### config.mk
export PLATFORM = sky130hd
export DESIGN_NAME = buddy_allocator_bitmap_tree_top
export DESIGN_NICKNAME = d
export VERILOG_FILES = /design/src/design/bba_pkg.sv /design/src/design/buddy_allocator_bitmap_tree_top.sv /design/src/design/bba_mem.sv /design/src/design/bba_div.sv /design/src/design/bba_ctrl.sv
export SDC_FILE = /design/constraint.sdc
export NUM_CORES = 2
export LEC_CHECK = 0
export ABC_AREA = 1
export BUFFER_PORTS_ARGS = -buffer_cell sky130_fd_sc_hd__buf_2
export CAP_MARGIN = 30
export CORE_UTILIZATION = 35
export CTS_CLUSTER_SIZE = 16
export DETAILED_ROUTE_END_ITERATION = 8
export PLACE_DENSITY_LB_ADDON = 0.3
export SKIP_LAST_GASP = 1
export SLEW_MARGIN = 20
export SYNTH_ARGS = -nofsm -noshare
export SYNTH_HDL_FRONTEND = slang
export SYNTH_SLANG_ARGS = --single-unit
export TNS_END_PERCENT = 5
### constraint.sdc
create_clock -name clk -period 55.6 [get_ports clk]
set_clock_uncertainty 0.05 [all_clocks]
set_input_delay 11.12 -clock clk [delete_from_list [all_inputs] [get_ports clk]]
set_output_delay 11.12 -clock clk [all_outputs]
set_load 0.02 [all_outputs]
### src/design/bba_pkg.sv
// Shared types and constants for the buddy allocator
// Depends on nothing; imported by every design file
package bba_pkg;

  // tree geometry
  localparam int MAX_DEPTH  = 10;
  localparam int NODE_W     = MAX_DEPTH;
  localparam int NODE_COUNT = (1 << MAX_DEPTH) - 1;
  localparam int LVL_W      = $clog2(MAX_DEPTH + 1);
  localparam int CHUNK_W    = 17;
  localparam int ADDR_W     = 32;
  localparam int THR_W      = CHUNK_W + MAX_DEPTH - 1;
  localparam int CMP_W      = (THR_W > ADDR_W) ? THR_W : ADDR_W;
  localparam int PROD_W     = NODE_W + CHUNK_W;
  localparam int DIV_ITER   = ADDR_W;
  localparam int DCNT_W     = $clog2(DIV_ITER + 1);

  // operation codes
  localparam logic OP_ALLOC = 1'b0;
  localparam logic OP_FREE  = 1'b1;

  // status codes
  localparam logic [1:0] STAT_OK      = 2'd0;
  localparam logic [1:0] STAT_NOFIT   = 2'd1;
  localparam logic [1:0] STAT_BADADDR = 2'd2;

  // configuration register indexes
  localparam logic [1:0] REG_LEVELS = 2'd0;
  localparam logic [1:0] REG_CHUNK  = 2'd1;
  localparam logic [1:0] REG_POOL   = 2'd2;
  localparam logic [1:0] REG_BASE   = 2'd3;

  typedef enum logic [3:0] {
    ST_CLEAR,
    ST_IDLE,
    ST_LVL,
    ST_NODE_CHK,
    ST_ANC_CHK,
    ST_SIB_CHK,
    ST_MUL,
    ST_MARK,
    ST_DIV,
    ST_FREE_WR,
    ST_FREE_RD,
    ST_FREE_CHK,
    ST_DONE
  } state_t;

  // effective configuration
  typedef struct packed {
    logic [LVL_W-1:0]   levels;
    logic [CHUNK_W-1:0] chunk;
    logic [ADDR_W-1:0]  pool_size;
    logic [ADDR_W-1:0]  pool_base;
  } cfg_t;

  typedef struct packed {
    logic [NODE_W-1:0] addr;
    logic              we;
    logic              wdata;
  } mem_req_t;

  typedef struct packed {
    logic               start;
    logic [ADDR_W-1:0]  dividend;
    logic [CHUNK_W-1:0] divisor;
  } div_req_t;

  typedef struct packed {
    logic               done;
    logic [ADDR_W-1:0]  quotient;
    logic [CHUNK_W-1:0] remainder;
  } div_rsp_t;

endpackage

### src/design/buddy_allocator_bitmap_tree_top.sv
// Binary buddy allocator: configuration registers and unit wiring
// Depends on bba_pkg, bba_mem, bba_div and bba_ctrl
//
// Usage:
// - Request channel (in_valid / in_stall) carries operation, req_size and
//   block_address; a request is taken when in_valid is high and in_stall low.
// - Result channel (out_valid / out_stall) carries status and
//   granted_address, one result per request.
// - Configuration: cfg_we, cfg_index, cfg_data; write only while idle.
// - One request at a time through a single-port tree bitmap (one access
//   per cycle). Allocate: pick the level one threshold at a time, then
//   per candidate node check the node, each ancestor visited and a buddy,
//   then mark the ancestors one level at a time. Free: run the bit-serial
//   divider, then per level write the node, read its buddy and check it.
// - Reset: the bitmap is cleared, in_stall held high meanwhile.
// - A finished result waits in the output register while out_stall is
//   high; the next request is taken once that result has been loaded.
module buddy_allocator_bitmap_tree_top (
  input  logic                        clk,
  input  logic                        rst,
  input  logic                        in_valid,
  output logic                        in_stall,
  input  logic                        operation,
  input  logic [bba_pkg::ADDR_W-1:0]  req_size,
  input  logic [bba_pkg::ADDR_W-1:0]  block_address,
  output logic                        out_valid,
  input  logic                        out_stall,
  output logic [1:0]                  status,
  output logic [bba_pkg::ADDR_W-1:0]  granted_address,
  input  logic                        cfg_we,
  input  logic [1:0]                  cfg_index,
  input  logic [bba_pkg::ADDR_W-1:0]  cfg_data
);
  import bba_pkg::*;

  logic [3:0]         levels_in_use;
  logic [CHUNK_W-1:0] leaf_chunk_size;
  logic [ADDR_W-1:0]  pool_size;
  logic [ADDR_W-1:0]  pool_base;

  cfg_t     cfg;
  mem_req_t mem_req;
  logic     mem_rdata;
  div_req_t div_req;
  div_rsp_t div_rsp;

  // configuration registers
  always_ff @(posedge clk) begin
    if (rst) begin
      levels_in_use   <= 4'd10;
      leaf_chunk_size <= CHUNK_W'(64);
      pool_size       <= ADDR_W'(32768);
      pool_base       <= '0;
    end else if (cfg_we) begin
      unique case (cfg_index)
        REG_LEVELS: levels_in_use   <= cfg_data[3:0];
        REG_CHUNK:  leaf_chunk_size <= cfg_data[CHUNK_W-1:0];
        REG_POOL:   pool_size       <= cfg_data;
        REG_BASE:   pool_base       <= cfg_data;
        default: ;
      endcase
    end
  end

  // effective values: clamp level count, zero chunk counts as one
  always_comb begin
    if (levels_in_use == 4'd0) cfg.levels = LVL_W'(1);
    else if (32'(levels_in_use) > 32'(MAX_DEPTH)) cfg.levels = LVL_W'(MAX_DEPTH);
    else cfg.levels = LVL_W'(levels_in_use);
    cfg.chunk     = (leaf_chunk_size == '0) ? CHUNK_W'(1) : leaf_chunk_size;
    cfg.pool_size = pool_size;
    cfg.pool_base = pool_base;
  end

  bba_ctrl u_ctrl (
    .clk             (clk),
    .rst             (rst),
    .cfg             (cfg),
    .in_valid        (in_valid),
    .in_stall        (in_stall),
    .operation       (operation),
    .req_size        (req_size),
    .block_address   (block_address),
    .out_valid       (out_valid),
    .out_stall       (out_stall),
    .status          (status),
    .granted_address (granted_address),
    .mem_req         (mem_req),
    .mem_rdata       (mem_rdata),
    .div_req         (div_req),
    .div_rsp         (div_rsp)
  );

  bba_mem u_mem (
    .clk   (clk),
    .req   (mem_req),
    .rdata (mem_rdata)
  );

  bba_div u_div (
    .clk (clk),
    .rst (rst),
    .req (div_req),
    .rsp (div_rsp)
  );

endmodule

### src/design/bba_mem.sv
// Single-port tree bitmap, one bit per node, registered read data
// Depends on bba_pkg
module bba_mem (
  input  logic              clk,
  input  bba_pkg::mem_req_t req,
  output logic              rdata
);
  import bba_pkg::*;

  logic bits [NODE_COUNT];

  // one write or one read per cycle
  always_ff @(posedge clk) begin
    if (req.we) begin
      bits[req.addr] <= req.wdata;
    end
    rdata <= bits[req.addr];
  end

endmodule

### src/design/bba_div.sv
// Restoring divider, one quotient bit per cycle
// Depends on bba_pkg
module bba_div (
  input  logic              clk,
  input  logic              rst,
  input  bba_pkg::div_req_t req,
  output bba_pkg::div_rsp_t rsp
);
  import bba_pkg::*;

  logic [DCNT_W-1:0]  cnt;
  logic [ADDR_W-1:0]  quo;
  logic [CHUNK_W-1:0] rem;
  logic [CHUNK_W-1:0] dvs;
  logic [CHUNK_W:0]   partial;
  logic               ge;

  // trial subtract
  assign partial = {rem, quo[ADDR_W-1]};
  assign ge      = partial >= {1'b0, dvs};

  always_ff @(posedge clk) begin
    if (rst) begin
      cnt <= '0;
    end else if (req.start) begin
      cnt <= DCNT_W'(DIV_ITER);
    end else if (cnt != '0) begin
      cnt <= cnt - 1'b1;
    end
  end

  always_ff @(posedge clk) begin
    if (req.start) begin
      quo <= req.dividend;
      rem <= '0;
      dvs <= req.divisor;
    end else if (cnt != '0) begin
      quo <= {quo[ADDR_W-2:0], ge};
      rem <= ge ? CHUNK_W'(partial - {1'b0, dvs}) : partial[CHUNK_W-1:0];
    end
  end

  assign rsp.done      = (cnt == '0);
  assign rsp.quotient  = quo;
  assign rsp.remainder = rem;

endmodule

### src/design/bba_ctrl.sv
// Sequencer: level pick, node search, ancestor marking and merge walk
// Depends on bba_pkg; drives bba_mem and bba_div
module bba_ctrl (
  input  logic                        clk,
  input  logic                        rst,
  input  bba_pkg::cfg_t               cfg,
  input  logic                        in_valid,
  output logic                        in_stall,
  input  logic                        operation,
  input  logic [bba_pkg::ADDR_W-1:0]  req_size,
  input  logic [bba_pkg::ADDR_W-1:0]  block_address,
  output logic                        out_valid,
  input  logic                        out_stall,
  output logic [1:0]                  status,
  output logic [bba_pkg::ADDR_W-1:0]  granted_address,
  output bba_pkg::mem_req_t           mem_req,
  input  logic                        mem_rdata,
  output bba_pkg::div_req_t           div_req,
  input  bba_pkg::div_rsp_t           div_rsp
);
  import bba_pkg::*;

  state_t state, state_next;

  logic [NODE_W-1:0] clr_idx, clr_idx_next;
  logic [LVL_W-1:0]  j, j_next;
  logic [LVL_W-1:0]  level, level_next;
  logic [NODE_W-1:0] ofs, ofs_next;
  logic [NODE_W-1:0] node, node_next;
  logic [NODE_W-1:0] walk, walk_next;
  logic [PROD_W-1:0] prod, prod_next;
  logic [ADDR_W-1:0] size_q, size_q_next;
  logic [1:0]        res_status, res_status_next;
  logic [ADDR_W-1:0] res_addr, res_addr_next;
  logic              out_valid_next;
  logic [1:0]        status_next;
  logic [ADDR_W-1:0] granted_next;

  logic              accept, out_free;
  logic [THR_W-1:0]  thr;
  logic              fits, lvl_last;
  logic [LVL_W-1:0]  level_sel;
  logic [NODE_W-1:0] first_sel, first_cur;
  logic [NODE_W-1:0] par_node, par_walk, par_par_walk, sib_walk, sib_node;
  logic [NODE_W-1:0] leaf_cnt, ofs_sh;
  logic [LVL_W-1:0]  sh;
  logic              nc_free, nc_walk, ac_taken, ac_top, sc_free;
  logic              found, advance, adv_end, div_bad;

  assign accept   = in_valid && !in_stall;
  assign in_stall = (state != ST_IDLE);
  assign out_free = !out_valid || !out_stall;

  // level pick: one threshold a cycle
  assign thr       = THR_W'(cfg.chunk) << j;
  assign fits      = CMP_W'(size_q) <= CMP_W'(thr);
  assign lvl_last  = (j == cfg.levels - 1'b1);
  assign level_sel = fits ? LVL_W'(cfg.levels - 1'b1 - j) : '0;
  assign first_sel = (NODE_W'(1) << level_sel) - 1'b1;
  assign first_cur = (NODE_W'(1) << level) - 1'b1;

  // tree navigation
  assign par_node     = (node - 1'b1) >> 1;
  assign par_walk     = (walk - 1'b1) >> 1;
  assign par_par_walk = (par_walk - 1'b1) >> 1;
  assign sib_walk     = walk[0] ? walk + 1'b1 : walk - 1'b1;
  assign sib_node     = node[0] ? node + 1'b1 : node - 1'b1;

  // search events
  assign nc_free  = (state == ST_NODE_CHK) && !mem_rdata && (node == '0);
  assign nc_walk  = (state == ST_NODE_CHK) && !mem_rdata && (node != '0);
  assign ac_taken = (state == ST_ANC_CHK) && mem_rdata;
  assign ac_top   = (state == ST_ANC_CHK) && !mem_rdata && (par_walk == '0);
  assign sc_free  = (state == ST_SIB_CHK) && mem_rdata;
  assign found    = nc_free || ac_top || sc_free;
  assign advance  = ((state == ST_NODE_CHK) && mem_rdata)
                 || ((state == ST_SIB_CHK) && !mem_rdata);
  assign adv_end  = advance && (ofs == first_cur);

  // block offset and free leaf range
  assign sh       = LVL_W'(cfg.levels - 1'b1 - level);
  assign ofs_sh   = ofs << sh;
  assign leaf_cnt = NODE_W'(1) << (cfg.levels - 1'b1);
  assign div_bad  = (div_rsp.remainder != '0)
                 || (div_rsp.quotient >= ADDR_W'(leaf_cnt));

  // next state
  always_comb begin
    state_next = state;
    unique case (state)
      ST_CLEAR:    if (clr_idx == NODE_W'(NODE_COUNT - 1)) state_next = ST_IDLE;
      ST_IDLE: begin
        if (accept) begin
          if (operation == OP_FREE) state_next = ST_DIV;
          else if (req_size > cfg.pool_size) state_next = ST_DONE;
          else state_next = ST_LVL;
        end
      end
      ST_LVL:      if (fits || lvl_last) state_next = ST_NODE_CHK;
      ST_NODE_CHK: begin
        if (found) state_next = ST_MUL;
        else if (nc_walk) state_next = ST_ANC_CHK;
        else if (adv_end) state_next = ST_DONE;
      end
      ST_ANC_CHK: begin
        if (ac_taken) state_next = ST_SIB_CHK;
        else if (ac_top) state_next = ST_MUL;
      end
      ST_SIB_CHK: begin
        if (found) state_next = ST_MUL;
        else if (adv_end) state_next = ST_DONE;
        else state_next = ST_NODE_CHK;
      end
      ST_MUL:      state_next = ST_MARK;
      ST_MARK:     if (node == '0) state_next = ST_DONE;
      ST_DIV: begin
        if (div_rsp.done) state_next = div_bad ? ST_DONE : ST_FREE_WR;
      end
      ST_FREE_WR:  state_next = (node == '0) ? ST_DONE : ST_FREE_RD;
      ST_FREE_RD:  state_next = ST_FREE_CHK;
      ST_FREE_CHK: state_next = mem_rdata ? ST_DONE : ST_FREE_WR;
      ST_DONE:     if (out_free) state_next = ST_IDLE;
      default:     state_next = ST_IDLE;
    endcase
  end

  // datapath and memory/divider requests
  always_comb begin
    clr_idx_next    = clr_idx;
    j_next          = j;
    level_next      = level;
    ofs_next        = ofs;
    node_next       = node;
    walk_next       = walk;
    prod_next       = prod;
    size_q_next     = size_q;
    res_status_next = res_status;
    res_addr_next   = res_addr;
    mem_req         = '{addr: node, we: 1'b0, wdata: 1'b0};
    div_req         = '{start: 1'b0, dividend: block_address - cfg.pool_base,
                        divisor: cfg.chunk};
    unique case (state)
      ST_CLEAR: begin
        mem_req      = '{addr: clr_idx, we: 1'b1, wdata: 1'b0};
        clr_idx_next = clr_idx + 1'b1;
      end
      ST_IDLE: begin
        size_q_next     = req_size;
        j_next          = '0;
        res_status_next = STAT_NOFIT;
        res_addr_next   = '0;
        if (accept && operation == OP_FREE) div_req.start = 1'b1;
      end
      ST_LVL: begin
        if (fits || lvl_last) begin
          level_next   = level_sel;
          ofs_next     = '0;
          node_next    = first_sel;
          mem_req.addr = first_sel;
        end else begin
          j_next = j + 1'b1;
        end
      end
      ST_NODE_CHK, ST_SIB_CHK: begin
        if (nc_walk) begin
          walk_next    = node;
          mem_req.addr = par_node;
        end else if (advance && !adv_end) begin
          ofs_next     = ofs + 1'b1;
          node_next    = node + 1'b1;
          mem_req.addr = node + 1'b1;
        end
      end
      ST_ANC_CHK: begin
        if (ac_taken) begin
          mem_req.addr = sib_walk;
        end else if (!ac_top) begin
          walk_next    = par_walk;
          mem_req.addr = par_par_walk;
        end
      end
      ST_MUL: prod_next = PROD_W'(ofs_sh) * PROD_W'(cfg.chunk);
      ST_MARK: begin
        mem_req = '{addr: node, we: 1'b1, wdata: 1'b1};
        if (node == '0) begin
          res_status_next = STAT_OK;
          res_addr_next   = cfg.pool_base + ADDR_W'(prod);
        end else begin
          node_next = par_node;
        end
      end
      ST_DIV: begin
        if (div_rsp.done) begin
          res_status_next = div_bad ? STAT_BADADDR : STAT_OK;
          node_next       = leaf_cnt - 1'b1 + div_rsp.quotient[NODE_W-1:0];
        end
      end
      ST_FREE_WR:  mem_req = '{addr: node, we: 1'b1, wdata: 1'b0};
      ST_FREE_RD:  mem_req.addr = sib_node;
      ST_FREE_CHK: if (!mem_rdata) node_next = par_node;
      ST_DONE: ;
      default: ;
    endcase
  end

  // result register
  always_comb begin
    out_valid_next = out_valid;
    status_next    = status;
    granted_next   = granted_address;
    if (state == ST_DONE && out_free) begin
      out_valid_next = 1'b1;
      status_next    = res_status;
      granted_next   = res_addr;
    end else if (!out_stall) begin
      out_valid_next = 1'b0;
    end
  end

  // control registers
  always_ff @(posedge clk) begin
    if (rst) begin
      state     <= ST_CLEAR;
      clr_idx   <= '0;
      out_valid <= 1'b0;
    end else begin
      state     <= state_next;
      clr_idx   <= clr_idx_next;
      out_valid <= out_valid_next;
    end
  end

  // payload registers
  always_ff @(posedge clk) begin
    j               <= j_next;
    level           <= level_next;
    ofs             <= ofs_next;
    node            <= node_next;
    walk            <= walk_next;
    prod            <= prod_next;
    size_q          <= size_q_next;
    res_status      <= res_status_next;
    res_addr        <= res_addr_next;
    status          <= status_next;
    granted_address <= granted_next;
  end

endmodule
======== After elaboration in Yosys (flattened, before gate mapping) ========
Memories as Yosys holds them, arrays and structs flattened. A register that Yosys moved wholly into a read port is not among the register bits.
Cells that the tools add are included.
Widths: inputs -> output; s select.
storage, ports and cells
  bits in registers ....................... 337
  latch bits .............................. 0
  RAM bits ................................ 1023
  bits in read-only memories .............. 0
  input port bits ......................... 104
  memories ................................ 1
memories
  memory      words  width  read ports  clocked after Yosys merged registers in  write ports  RTL line       RTL
  u_mem.bits  1023   1      1           1                                        1            bba_mem.sv:10  logic bits [NODE_COUNT];
operators by class
  $add $sub $neg .......................... 19
  $mul .................................... 1
  divide/modulo/power cells ............... 0
  order comparisons ....................... 5
  equal/unequal tests ..................... 36
  shift-type cells ........................ 5
  muxes and demuxes ....................... 64
  bitwise logic cells ..................... 0
  reduce and logical (&&, ||, !) cells .... 57
operators with widths
  kind                   count
  $mux 10                17
  $pmux 10 s5            2
  $mux 32                3
  $mux 4                 19
  $pmux 32 s2            1
  $pmux 4 s13            1
  $sub 10x1->10 const B  5
  $add 10x1->10 const B  4
  $pmux 10 s2            2
  $mux 17                2
  $add 32x27->32         1
  $ge 32x10->1           1
  $gt 32x32->1           1
  $le 32x26->1           1
  $sub 32x32->32         1
  $shl 1x4->10 const A   3
  $mul 10x17->27         1
  $shl 17x4->26          1
  $eq 4x4->1 const B     5
  $logic_not 10->1       2
  $ge 18x17->1           1
  $logic_not 17->1       1
  $reduce_bool 17->1     1
  $sub 17x17->17         1
  44 further kinds       110

======== Depth between registers and ports, before layout ========
  depth in word-level cells ............... 10
  depth in mapped cells ................... 47

======== Cells and area by module ========
A second synthesis with hierarchy kept.
unflattened totals
  cells, all modules ...................... 8835
  area, all modules ....................... 75023.2 µm²
modules (own cells, without submodules)
  module                           instances  cells each  area each (µm²)  sequential area each (µm²)
  bba_mem                          1          5193        46890.0          30739.5
  bba_ctrl                         1          2662        20783.7          5255.0
  bba_div                          1          561         4225.3           1931.9
  buddy_allocator_bitmap_tree_top  1          419         3124.2           1701.6

======== Least setup slack after synthesis ========
No wires, ideal clock.
  path kind ............................... register to register
  start point ............................. register u_ctrl.state[3]
  end point ............................... memory u_mem.bits[0] (data pin)
  library setup time ...................... 3466 ps
  data arrival time ....................... 16266 ps
  path slack .............................. 35818 ps
  cell stages (with the launch flop) ...... 6
  path buffers ............................ 2
  cells stage by stage .................... dfxtp_1 -> buf_2 -> nor2_2 -> inv_2 -> nor2_1 -> clkbuf_1
RTL lines
  what                    RTL line         RTL
  start, declared         bba_ctrl.sv:23   state_t state, state_next;
  start signal, assigned  bba_ctrl.sv:227  state <= state_next;
  end, declared           bba_mem.sv:10

======== Final worst setup path ========
  start point ............................. input block_address[0] in the netlist's numbering
  end point ............................... register u_div.quo[28] (data pin)
on the way
  word-level cells in the longest chain between the ends .. 2
ends and longest elaborated chain
  what                  RTL line                               RTL
  start, declared       buddy_allocator_bitmap_tree_top.sv:25  input logic [bba_pkg::ADDR_W-1:0] block_address,
  $sub 32x32->32        bba_ctrl.sv:140                        div_req = '{start: 1'b0, dividend: block_address - cfg.pool_base,
  $mux 32               bba_div.sv:33                          if (req.start) begin
  end signal, assigned  bba_div.sv:34                          quo <= req.dividend;
  end signal, assigned  bba_div.sv:38                          quo <= {quo[ADDR_W-2:0], ge};
  end, declared         bba_div.sv:12                          logic [ADDR_W-1:0] quo;
No other way between the ends.
A chain may end at the register's enable or synchronous reset.

==> metrics <==
syn_nets=8933; post-CTS setup buffer count=0; Mapped Cells=8459; CTS Root Cell=clkbuf_16; layout cells sized above 1=0.0699; Post-Syn Area=74200 um^2; leakage power=0.0308 uW; Initial Util=0.353; final WL=238000 um; fillers=21326; core outline area=210000 um^2; hold buffer count at cts=0; status=finished, final reports clean; min-delay src=u_ctrl.res_addr[30]; Area Overhead vs Synth=11.1%; Final setup viols=0; Synth Area in XOR/XNOR=0.0129; Least-Margin Pin Slew=1.13 ns; Synth Flop Type=edfxtp_1; fin. max-slew vios=0; reg-to-reg startpoint=leaf_chunk_size[2]; clk slew on worst S/H paths=0.06 ns; pre-CTS setup slack=40.46 ns; PostCTS Resize Cnt=0; hold endpoint=u_ctrl.granted_address[30]; critical path class=in2reg; post-synthesis mux area share=0.00148; nets=8797; ys async rst share=0; RSZ-0062 raised after global routing=no; fmax=69.6 MHz; TNS Setup=0 ns; hpwl dp=139000 um; Storage cell area=39600 um^2; max_cap viols=0; final total power=2540 uW; Simple-Gate Fraction of Synth Area=0.259; number of synthesized flops with an enable pin=1237; vias in the first global route=56214; DRT iter0 DRCs=6220; Worst R2R Setup Slack=45.98 ns; GP Congestion=0.873; Area after DPL=77500 um^2; peak supply drop=37.4 uV; largest family of logic cells by synthesized area=simple AND/OR/NAND/NOR gates; Post-Layout Inst Area=82500 um^2; drt pass-1 iters=6; first-pass GRT wire length=355000 um; Die X-Extent=462 um; TritonCTS Sinks=1361; non-filler cells in the finished layout=11251; P per Cell Area=30.8 nW/um^2; Hold Path Depth=0; Ys Warns=0; FF-to-FF End=u_mem.rdata; Multi-input gate area=30500 um^2; die area=214000 um^2; clock latency on the worst-skew pair=0.82 ns; DRC viols=0; Setup crit end kind=flip-flop; Inserted Clock Buffers=154; Yosys reg bits=1361; setup ws final=41.22 ns; I/O pins=140; CTS max path bufs=3; Rows=168; Compound-Gate Fraction of Synth Area=0.0590; CTS tree=done; largest net degree at the start of global routing=291; Final Hold Viols=0; Worst Path Required=56.09 ns; Arr. time, crit path=14.86 ns; H-tree depth=4; GRT overflow=0; Unique masters post-synth=63; Startpoint Class=input port; CP max FO=3; sequential area share after synthesis=0.534; worst rel slew slack=0.247; area share of fa/ha/maj cells after synthesis=0.0749; r2r worst-path depth=40; Vias=59390; cell count after placement=10968; GRT Util Overall=0.216; Worst Hold Class=reg2reg; Die Ht=462 um; antenna violations before repair=5; PortBufs=139; Final Cycle Share=0.259; via density per instance=5.28; Final Critical Period=14.38 ns; syn_area_per_cell=8.77 um^2; routed length per instance=21.1 um; Post-DRT Antenna Nets=0
critical path, stage by stage:
cell	delay, ns
buf_2	0.08
inv_1	0.04
ha_1	0.22
fa_1	0.41
o31ai_1	0.43
inv_1	0.08
o21ai_1	0.21
nand3_1	0.12
nand2_1	0.12
nand3_1	0.08
nand2_1	0.15
a21oi_1	0.16
o21ai_1	0.22
nand2_1	0.13
o311ai_1	0.50
a21boi_0	0.31
o21ai_1	0.22
xor2_1	0.18
o21ai_1	0.08
synthesized netlist by cell type (7+ instances only):
library cell	count	area, um^2
o21ai_0	305	1530
o31ai_1	8	60.1
buf_2	247	1240
nor4_1	17	106
clkbuf_1	261	980
fa_1	124	2480
nand2_2	9	56.3
buf_1	23	86.3
o21a_1	15	113
nor2_2	11	68.8
o2111ai_1	13	114
a211oi_1	17	128
buf_4	16	120
nor2_1	1394	5230
o21ai_1	29	145
nand4_1	159	995
o22ai_1	22	138
a31oi_1	7	43.8
nor3_1	34	170
xnor2_1	34	298
clkinv_1	7	26.3
mux2i_1	11	110
nand3_1	506	2530
nand2_1	2598	9750
inv_2	25	93.8
edfxtp_1	1237	37100
a21oi_1	315	1580
or2_2	11	68.8
o211ai_1	17	128
o21bai_1	10	75.1
ha_1	246	3080
dfxtp_1	124	2480
inv_1	465	1750
xor2_1	70	613
layer usage:
metal	vias to the layer above	track usage	wire length, um
met5	-	0	0
met4	0	0.0724	7700
met3	404	0.0297	17600
met2	2311	0.357	112000
met1	28988	0.291	100000
li1	27687	-	-
flip-flops by register name, indices dropped and copies added, names as in the netlist, 6 cells and up:
register and count:
leaf_chunk_size 17, u_div.dvs 17, u_div.quo 32, u_div.cnt 6, u_ctrl.node 10, u_ctrl.res_addr 32
pool_size 32, u_ctrl.prod 27, u_ctrl.ofs 10, u_ctrl.clr_idx 10, u_mem.bits 1023, u_ctrl.granted_address 32
u_ctrl.walk 10, pool_base 32, u_div.rem 17, u_ctrl.size_q 32
final cells by class:
type / count / share of cell area
sequential: 1361 / 0.481
multi-input combinational: 6049 / 0.370
clock buffer: 191 / 0.0488
tap: 2805 / 0.0426
timing repair buffer: 260 / 0.0249
inverter: 497 / 0.0228
clock inverter: 85 / 0.0101
antenna: 3 / 0.0000910
worst max-delay path by stage:
| stage | end | startpoint | cells past startpoint |
|---|---|---|---|
| floorplan | u_mem.bits[0] | u_ctrl.state[3] | 5 |
| global placement | u_div.quo[28] | block_address[0] | 19 |
| detailed placement | u_div.quo[28] | block_address[0] | 19 |
| CTS | u_div.quo[28] | block_address[0] | 19 |
| global route | u_div.quo[28] | block_address[0] | 19 |
| finish | u_div.quo[28] | block_address[0] | 19 |
layout by cell type, fill, tap and decap left out, types with 124 or more instances in the layout:
cell type,n
nand2_1,2560
nor2_1,1390
edfxtp_1,1237
nand3_1,504
inv_1,464
a21oi_1,315
o21ai_0,304
ha_1,246
nand4_1,159
clkbuf_16,154
buf_2,139
fa_1,124
dfxtp_1,124
kinds of logic (layout without fill, tap and decap cells):
kind of cell    after synthesis  in the layout
compound gates              798            798
other cells                   0              3
fa+ha+maj                   370            370
buf+inv                    1049           1033
simple gates               4763           4763
flops                      1361           1361
xor+xnor                    107            107
mux                          11             11
per-stage QoR:
step / hold WS [ns] / util
final: 0.365 / 0.392
after global routing: 0.375 / 0.392
after CTS: 0.365 / 0.392
after detailed placement: 0.355 / 0.369
after global placement: 0.351 / 0.366
after floorplan: 0.350 / -
where the power goes:
part | switching [uW] | internal (uW) | total, uW
clock | 437 | 559 | 996
sequential | 24.4 | 1130 | 1160
combinational | 257 | 129 | 386
total | 718 | 1820 | 2540
Power figures use the tool's default switching activity.
